$ cat src/design/phse_pkg.sv
`timescale 1ns / 1ps
// Shared types and constants for the pointer hash set engine.
// No dependencies.

package phse_pkg;

  localparam int KEY_W     = 48;
  localparam int HANDLE_W  = 48;
  localparam int STATUS_W  = 3;
  localparam int REQ_W     = 2;
  // BUCKETS must be a power of two: the bucket is a bit field of the key.
  localparam int BUCKETS   = 256;
  localparam int WAYS      = 4;
  localparam int HASHSHIFT = 5;
  localparam int BKT_W     = (BUCKETS > 1) ? $clog2(BUCKETS) : 1;
  localparam int WAY_W     = (WAYS > 1) ? $clog2(WAYS) : 1;

  localparam logic [REQ_W-1:0] REQ_INSERT = 2'd0;
  localparam logic [REQ_W-1:0] REQ_LOOKUP = 2'd1;
  localparam logic [REQ_W-1:0] REQ_REMOVE = 2'd2;

  localparam logic [STATUS_W-1:0] STATUS_ADDED     = 3'd0;
  localparam logic [STATUS_W-1:0] STATUS_PRESENT   = 3'd1;
  localparam logic [STATUS_W-1:0] STATUS_FULL      = 3'd2;
  localparam logic [STATUS_W-1:0] STATUS_FOUND     = 3'd3;
  localparam logic [STATUS_W-1:0] STATUS_NOT_FOUND = 3'd4;
  localparam logic [STATUS_W-1:0] STATUS_REMOVED   = 3'd5;

  // One bucket: all ways side by side in one memory row.
  typedef struct packed {
    logic [WAYS-1:0]                valid;
    logic [WAYS-1:0][KEY_W-1:0]     keys;
    logic [WAYS-1:0][HANDLE_W-1:0]  handles;
  } row_t;

  typedef struct packed {
    logic             hit;
    logic [WAY_W-1:0] hit_way;
    logic             has_free;
    logic [WAY_W-1:0] free_way;
  } match_t;

endpackage

$ cat src/design/phse_match.sv
`timescale 1ns / 1ps
// Compares a key against all ways of one bucket row and finds the lowest free way.
// Depends on phse_pkg.

module phse_match (
  input  phse_pkg::row_t                   row,
  input  logic [phse_pkg::KEY_W-1:0]       key,
  output phse_pkg::match_t                 match
);

  always_comb begin
    match = '0;
    for (int w = phse_pkg::WAYS - 1; w >= 0; w--) begin
      if (row.valid[w] && (row.keys[w] == key)) begin
        match.hit     = 1'b1;
        match.hit_way = w[phse_pkg::WAY_W-1:0];
      end
      if (!row.valid[w]) begin
        match.has_free = 1'b1;
        match.free_way = w[phse_pkg::WAY_W-1:0];
      end
    end
  end

endmodule

$ cat config.mk
export PLATFORM = sky130hd
export DESIGN_NAME = phse_match
export DESIGN_NICKNAME = d
export VERILOG_FILES = /design/src/design/phse_pkg.sv /design/src/design/phse_match.sv
export SDC_FILE = /design/constraint.sdc
export NUM_CORES = 1
export LEC_CHECK = 0
export BUFFER_PORTS_ARGS = -buffer_cell sky130_fd_sc_hd__buf_2
export CAP_MARGIN = 20
export CORE_AREA = 2 2 174 176
export DETAILED_ROUTE_END_ITERATION = 6
export DIE_AREA = 0 0 176 178
export MAX_ROUTING_LAYER = met4
export PLACE_DENSITY_LB_ADDON = 0.2
export SLEW_MARGIN = 0
export SYNTH_ARGS = -nofsm -noshare
export SYNTH_HDL_FRONTEND = slang
export SYNTH_SLANG_ARGS = --single-unit
$ cat constraint.sdc
create_clock -name vclk -period 1.4
set_input_delay 0.07 -clock vclk [all_inputs]
set_output_delay 0.07 -clock vclk [all_outputs]
set_load 0.005 [all_outputs]
==> results of run 1 <==
==> layer usage <==
metal	vias to the layer above	GRT usage [%]
met2	130	20.7
met1	1456	13.8
li1	1705	-
met5	-	-
met4	0	0.723
met3	4	1.77
==> report_power, final <==
group / switching [mW] / total, mW / internal, mW
sequential: 0 / 0 / 0
clock: 0 / 0.000000478 / 0.000000478
combinational: 0.711 / 1.59 / 0.878
total: 0.711 / 1.59 / 0.878
==> path summary, 6_finish.rpt <==
| kind | end | start | depth (start not counted) |
|---|---|---|---|
| max | match[5] | key[14] | 11 |
| min | match[1] | row[386] | 3 |
==> stage by stage <==
stage / setup TNS, ns / hold slack [ns] / util (%) / power, mW / instance area, um2
finish: -1.48 / 0.421 / 17.9 / 1.59 / 5250
global route: -1.72 / 0.435 / 17.9 / 1.74 / 5250
CTS: -1.60 / 0.425 / 17.0 / 1.55 / 4990
detailed placement: -2.32 / 0.423 / 16.2 / 1.48 / 4770
global placement: -2.45 / 0.427 / 16.2 / 1.48 / 4770
floorplan: 0 / 0.191 / - / 0.514 / 2270
==> final cells by class <==
| class | count | area share (%) |
|---|---|---|
| multi-input combinational | 277 | 48.9 |
| timing repair buffer | 344 | 40.8 |
| tap | 390 | 9.29 |
| inverter | 10 | 0.714 |
| antenna | 5 | 0.238 |
==> cell families (layout without fill, tap and decap cells) <==
| kind of cell | Yosys count | in the layout | share of synthesized area (%) |
|---|---|---|---|
| xor+xnor | 179 | 179 | 69.3 |
| simple gates | 78 | 78 | 21.3 |
| compound gates | 20 | 20 | 6.53 |
| buf+inv | 15 | 354 | 2.82 |
| other cells | 0 | 5 | 0 |
==> worst min-delay path: cells and delay by family <==
kind / cells / cell delay (ns)
AO/OA/AOI/OAI: 1 / 0.06
buffers and inverters: 2 / 0.22
==> Yosys cell counts <==
cell       number  share of area, %
o21bai_2        1              0.50
xor2_1         54                21
a221o_1         1              0.44
o21ai_0         3              0.66
nand4_2         1              0.55
nand4_1        32               8.8
nor4b_1         2              0.77
o22ai_1         1              0.28
buf_6           1              0.50
a21oi_1         5               1.1
nand3_1         4              0.88
o221ai_1        2              0.77
a21boi_0        1              0.33
a2111oi_0       1              0.39
or4_1           1              0.33
o2111ai_1       1              0.39
nor4_2          1              0.55
clkbuf_1        4              0.66
and4_1          1              0.39
o211ai_1        1              0.33
or2_1           1              0.28
xnor2_1       125                48
nor3_1          5               1.1
nand2b_1        2              0.55
nor4_1         15               4.1
nor2_1          2              0.33
o31ai_1         1              0.33
nor2b_1         7               1.9
a2111o_1        2               1.0
nand2_1         4              0.66
inv_1          10               1.7
==> what timing repair did <==
item | in CTS | in global routing
pin swaps | 15 | 18
resized for setup | 39 | 44
setup buffers | 1 | 1
hold buffers | 0 | 0
endpoints found under the setup margin | 3 | 3
==> flow_summary.json, run 1 <==
{
  "crit_type": "in -> out",
  "violations": "setup timing",
  "clockBufferCount": 0,
  "dieArea_um2": 31300,
  "wire_per_inst_um": 17.9,
  "place_congestion": 0.735,
  "rsz0062_at_grt": "yes",
  "cp_top_family": "simple AND/OR/NAND/NOR gates",
  "start_kind": "input port",
  "path_buf_inv": 5,
  "regArea_um2": 0,
  "design.seq.count": 0,
  "synth_cell_types": 31,
  "die_h_um": 178,
  "drc_errors": 0,
  "antenna_found_initial": 5,
  "crit_path_cell_trace": "buf_2, buf_4, xnor2_4, buf_4, nand4_1, nor4_4, buf_4, nand4_1, o31ai_2, or2_1, buf_2",
  "layout_commonest_cell": "buf_2",
  "worst_slew_pin_slew_ns": 0.478,
  "grtUsageTotal_pct": 11.4,
  "syn_inst": 292,
  "dr.pass1.iters": 4,
  "grt_max_degree": 6,
  "arrival_ns": 1.83,
  "vias": 3295,
  "fin_ws_ns": -0.504,
  "io_pins": 442,
  "crit_required_ns": 1.33,
  "leakagePower_nw": 2.36,
  "critPathCaptureType": "output port",
  "fmax_mhz": 525,
  "period_minus_slack_ns": 1.90,
  "drive_above_1_share_pct": 62.4,
  "hold_violations": 0,
  "fillCellCount": 3406,
  "finalCritPeriodShare_pct": 136,
  "syn_avg_cell_area_um2": 7.75,
  "grt.overflow.total": 0,
  "rows": 63,
  "synth_nets": 728,
  "min_path_type": "in -> out",
  "portBuffers": 250,
  "postRouteAntennaNets": 0,
  "place_ws_ns": -0.822,
  "final_cell_mix": "buf_2 (238), xnor2_1 (102), buf_4 (85)",
  "crit_fanout": 3,
  "cap_viol_max_count": 0,
  "status": "finished with violations",
  "crit_path_top_delay_cell": "nor4_4",
  "wl_met1_um": 7790,
  "slowest_delay_ns": 0.22,
  "drv_slew": 0,
  "setup_viol": 3,
  "yosysSeqAreaShare_pct": 0,
  "peakVddDrop_mv": 0.105,
  "drtIter0Drc": 62,
  "relSlewSlack_pct": 67.9,
  "drt-vias-per-instance": 3.21,
  "wl_met3_um": 1120,
  "dp_hpwl_um": 17300,
  "wl_um": 18400,
  "place_inst": 1019,
  "met2_length_um": 9380,
  "core_um2": 29400,
  "path_common_cell": "buf_4",
  "routed.top_layer": "met4",
  "grt_pass1_wl_um": 24000,
  "layout.cells.non_filler": 1026,
  "multiInputGateArea_um2": 2570,
  "ys_warn_count": 0,
  "nNetsFinal": 1069,
  "initial_core_util_pct": 7.69,
  "grt_pass1_vias": 3516,
  "syn_area_um2": 2260,
  "die_width_um": 176,
  "p_per_area_nw_per_um2": 302,
  "synthToLayoutAreaGrowth_pct": 132
}
No activity file was read; power rests on OpenSTA's default activity.
==> inputs of run 2 (changes only) <==
ABC_AREA = 1   (was default)
CORE_AREA = 2 2 173 175   (was 2 2 174 176)
DIE_AREA = 0 0 175 177   (was 0 0 176 178)
==> flow_summary.json, run 2 <==
{
  "status": "finished with violations",
  "violations": "setup timing",
  "antenna_found_initial": 12,
  "postRouteAntennaNets": 0,
  "core_um2": 29200,
  "dr.pass1.iters": 4,
  "timing.hold.ws_ns": 0.495,
  "crit_fanout": 5,
  "wl_um": 24400,
  "die_width_um": 175,
  "final_cell_mix": "buf_2 (240), nand2_1 (234), nor2_1 (79)",
  "grt_pass1_wl_um": 32800,
  "die_h_um": 177,
  "fmax_mhz": 667,
  "place_congestion": 0.923,
  "syn_inst": 643,
  "p_per_area_nw_per_um2": 299,
  "relSlewSlack_pct": 71.4,
  "syn_avg_cell_area_um2": 4.57,
  "setup_viol": 3,
  "hold_violations": 0,
  "wire_per_inst_um": 18.1,
  "peakVddDrop_mv": 0.100,
  "crit_required_ns": 1.33,
  "period_minus_slack_ns": 1.50,
  "yosysMostFrequentCell": "nand2_1",
  "ys_warn_count": 0,
  "finalCritPeriodShare_pct": 107,
  "synth_cell_types": 22,
  "start_kind": "input port",
  "synth_top_area_share_pct": 32.2,
  "layout_commonest_cell": "buf_2",
  "slowest_delay_ns": 0.34,
  "nNetsFinal": 1380,
  "min_path_type": "in -> out",
  "synth_top_cell_by_area": "nand2_1",
  "dp_hpwl_um": 22800,
  "io_pins": 442,
  "drt-vias-per-instance": 3.62,
  "yosysSeqAreaShare_pct": 0,
  "regArea_um2": 0,
  "clockBufferCount": 0,
  "leakagePower_nw": 2.91,
  "crit_type": "in -> out",
  "drc_errors": 0,
  "holdPathStages": 4,
  "synthToLayoutAreaGrowth_pct": 83.4,
  "drive_above_1_share_pct": 42.4,
  "fin_ws_ns": -0.0998,
  "grt.overflow.total": 0,
  "worst_slew_pin_slew_ns": 0.424,
  "dieArea_um2": 31000,
  "rsz0062_at_grt": "yes",
  "crit_path_cell_trace": "clkbuf_4, xnor2_1, nand3_1, nor2_1, nand2_1, nor2_1, nand2_2, nand2_2, inv_1, nand2_1, buf_2",
  "grt_max_degree": 9,
  "portBuffers": 250,
  "initial_core_util_pct": 10.0,
  "design.seq.count": 0,
  "cap_viol_max_count": 0,
  "drv_slew": 0,
  "grtUsageTotal_pct": 15.6,
  "place_ws_ns": -0.242,
  "vias": 4866,
  "drtIter0Drc": 231,
  "critPathCaptureType": "output port",
  "yosys-top-cells-count": "nand2_1 (252), nor2_1 (96), inv_1 (72), o21ai_0 (62), xnor2_1 (37)",
  "synth_nets": 1079,
  "cts_hold_buf": 0,
  "rows": 63,
  "arrival_ns": 1.43,
  "syn_area_um2": 2940,
  "grt_pass1_vias": 4943,
  "crit_path_top_delay_cell": "xnor2_1",
  "synth_area_leaders": "nand2_1 (32%), nor2_1 (12%), xnor2_1 (11%)"
}
## run 2: worst paths after layout
check / slack [ns] / from / endpoint
setup / recovery: -0.1 / key[3] / match[5]
hold / removal: 0.50 / row[385] / match[0]
## run 2: cells by family after synthesis
logic type | synth area share, %
buffers and inverters | 14.4
AO/OA/AOI/OAI | 17.3
XOR/XNOR | 18.5
AND/OR/NAND/NOR | 49.7
## run 2: metrics by stage
| step | instance area (um2) | setup TNS [ns] | instances | power [mW] | utilization (%) |
|---|---|---|---|---|---|
| 3_3_place_gp | 5030 | -0.748 | 1329 | 1.52 | 17.2 |
| 2_1_floorplan | 2940 | 0 | 643 | 0.593 | - |
| 3_5_place_dp | 5030 | -0.661 | 1329 | 1.51 | 17.2 |
| 6_report | 5380 | -0.231 | 1344 | 1.61 | 18.4 |
| 5_1_grt | 5380 | -0.539 | 1344 | 1.78 | 18.4 |
| 4_1_cts | 5110 | -0.413 | 1330 | 1.55 | 17.5 |
## run 2: power breakdown
part           total (mW)  internal, mW  leakage, nW  switching, mW
clock          0.00000115    0.00000115    0.0000761              0
sequential              0             0            0              0
combinational        1.61         0.711         2.91          0.897
total                1.61         0.711         2.91          0.897
## run 2: timing repair
item,4_1_cts,5_1_grt
pin swaps,10,49
resized for setup,22,74
buffers inserted,1,2
setup endpoints to repair,3,3
## run 2: layer usage
layer	share of wire [%]	GRT usage [%]
met5	0	-
met4	2.5	3.40
met3	9.1	3.26
met2	46	26.4
met1	42	19.0
## run 2: cell type report
cell class / count / area [um2]
tap: 390 / 488
antenna: 12 / 30.0
timing repair buffer: 302 / 1750
fill: 3548 / 23900
multi-input combinational: 533 / 2700
inverter: 107 / 418
## run 2: critical path: cells and delay by family
family	cells	cell delay (ns)
simple gates	7	0.67
xor+xnor	1	0.34
buf+inv	3	0.34
==> inputs of run 3 (changes only) <==
BUFFER_PORTS_ARGS = -buffer_cell sky130_fd_sc_hd__buf_4   (was -buffer_cell sky130_fd_sc_hd__buf_2)
REMOVE_ABC_BUFFERS = 1   (was default)
==> flow_summary.json, run 3 (synthesis results as in run 2) <==
{
  "status": "finished with violations",
  "violations": "setup timing",
  "drv_slew": 0,
  "portBuffers": 250,
  "regArea_um2": 0,
  "die_h_um": 177,
  "grtUsageTotal_pct": 16.2,
  "dieArea_um2": 31000,
  "drt-vias-per-instance": 3.58,
  "rsz0062_at_grt": "yes",
  "crit_fanout": 7,
  "leakagePower_nw": 3.35,
  "hold_violations": 0,
  "antenna_found_initial": 2,
  "start_kind": "input port",
  "wl_um": 24900,
  "layout_commonest_cell": "buf_4",
  "nNetsFinal": 1407,
  "fin_ws_ns": -0.0846,
  "design_area_um2": 6400,
  "synthToLayoutAreaGrowth_pct": 118,
  "final_cell_mix": "buf_4 (294), nand2_1 (231), nor2_1 (84)",
  "clockBufferCount": 0,
  "grt_pass1_vias": 5100,
  "drive_above_1_share_pct": 45.2,
  "critPathCaptureType": "output port",
  "place_area_um2": 5940,
  "setup_viol": 3,
  "place_inst": 1357,
  "arrival_ns": 1.41,
  "core_um2": 29200,
  "crit_required_ns": 1.33,
  "timing.hold.ws_ns": 0.493,
  "period_minus_slack_ns": 1.48,
  "grt_max_degree": 8,
  "relSlewSlack_pct": 67.8,
  "dp_hpwl_um": 23200,
  "layout.cells.non_filler": 1361,
  "dr.pass1.iters": 4,
  "peakVddDrop_mv": 0.106,
  "holdPathStages": 5,
  "drtIter0Drc": 181,
  "drc_errors": 0,
  "cap_viol_max_count": 0,
  "crit_type": "in -> out",
  "wire_per_inst_um": 18.3,
  "worst_slew_pin_slew_ns": 0.481,
  "postRouteAntennaNets": 0,
  "io_pins": 442,
  "p_per_area_nw_per_um2": 301,
  "finalCritPeriodShare_pct": 106,
  "min_path_type": "in -> out",
  "vias": 4875,
  "grt.overflow.total": 0,
  "place_congestion": 0.885,
  "die_width_um": 175,
  "grt_pass1_wl_um": 34500,
  "design.seq.count": 0,
  "fmax_mhz": 674,
  "initial_core_util_pct": 10.0,
  "rows": 63
}
==> run 3: changes by cell type in the layout (fill, tap and decap cells not counted), moves of 5 or more <==
cell	previous run	this run
buf_12	3	8
buf_2	240	0
buf_4	44	294
buf_6	9	26
clkbuf_4	5	0
diode_2	12	2
inv_2	37	29
inv_4	2	11
nor2_1	79	84
nor2_2	19	13
xnor2_1	32	26
xnor2_2	5	11
==> run 3: final timing paths <==
path | from | end | slack, ns
setup / recovery | key[5] | match[4] | -0.08
hold / removal | row[387] | match[1] | 0.49
==> run 3: through the flow <==
stage	power [mW]	setup WS, ns	util, %	setup TNS [ns]
after floorplan	0.582	0.409	-	0
after global placement	1.81	-0.253	20.3	-0.643
after detailed placement	1.81	-0.250	20.3	-0.644
after CTS	1.95	-0.0797	21.7	-0.232
after global routing	2.12	-0.208	21.9	-0.566
final	1.93	-0.0846	21.9	-0.236
==> run 3: what timing repair did <==
| item | in CTS | in global routing |
|---|---|---|
| pin swaps | 57 | 30 |
| endpoints found under the setup margin | 3 | 3 |
| gates resized for setup | 114 | 20 |
| hold buffers | 0 | 0 |
| cloned | 0 | 0 |
| setup buffers | 3 | 1 |
==> run 3: metal layers <==
metal,wire [um],vias to the layer above,track usage [%]
met2,11600,172,27.4
met3,1680,13,3.11
met4,323,0,1.88
li1,-,2610,-
met5,0,-,-
met1,11300,2080,20.5
==> run 3: layout make-up <==
cell class         count  area (um2)
diodes                 2        5.00
inverters            107         445
repair buffers       329        2680
well taps            390         488
fillers             3432       22800
multi-input cells    533        2790
==> run 3: power breakdown <==
| part | switching (mW) | leakage [nW] | internal (mW) | total, mW |
|---|---|---|---|---|
| registers | 0 | 0 | 0 | 0 |
| clock network | 0 | 0.0000127 | 0.000000191 | 0.000000191 |
| logic | 0.935 | 3.35 | 0.994 | 1.93 |
==> run 3: critical path: stages <==
cell,delay (ns)
buf_4,0.12
inv_4,0.10
o21ai_0,0.09
nor2_1,0.09
nand2_1,0.08
nor2_1,0.15
nand2_1,0.06
nor2_1,0.11
buf_4,0.13
nand2_2,0.07
nand2_2,0.09
buf_6,0.10
nor2_4,0.04
buf_6,0.11
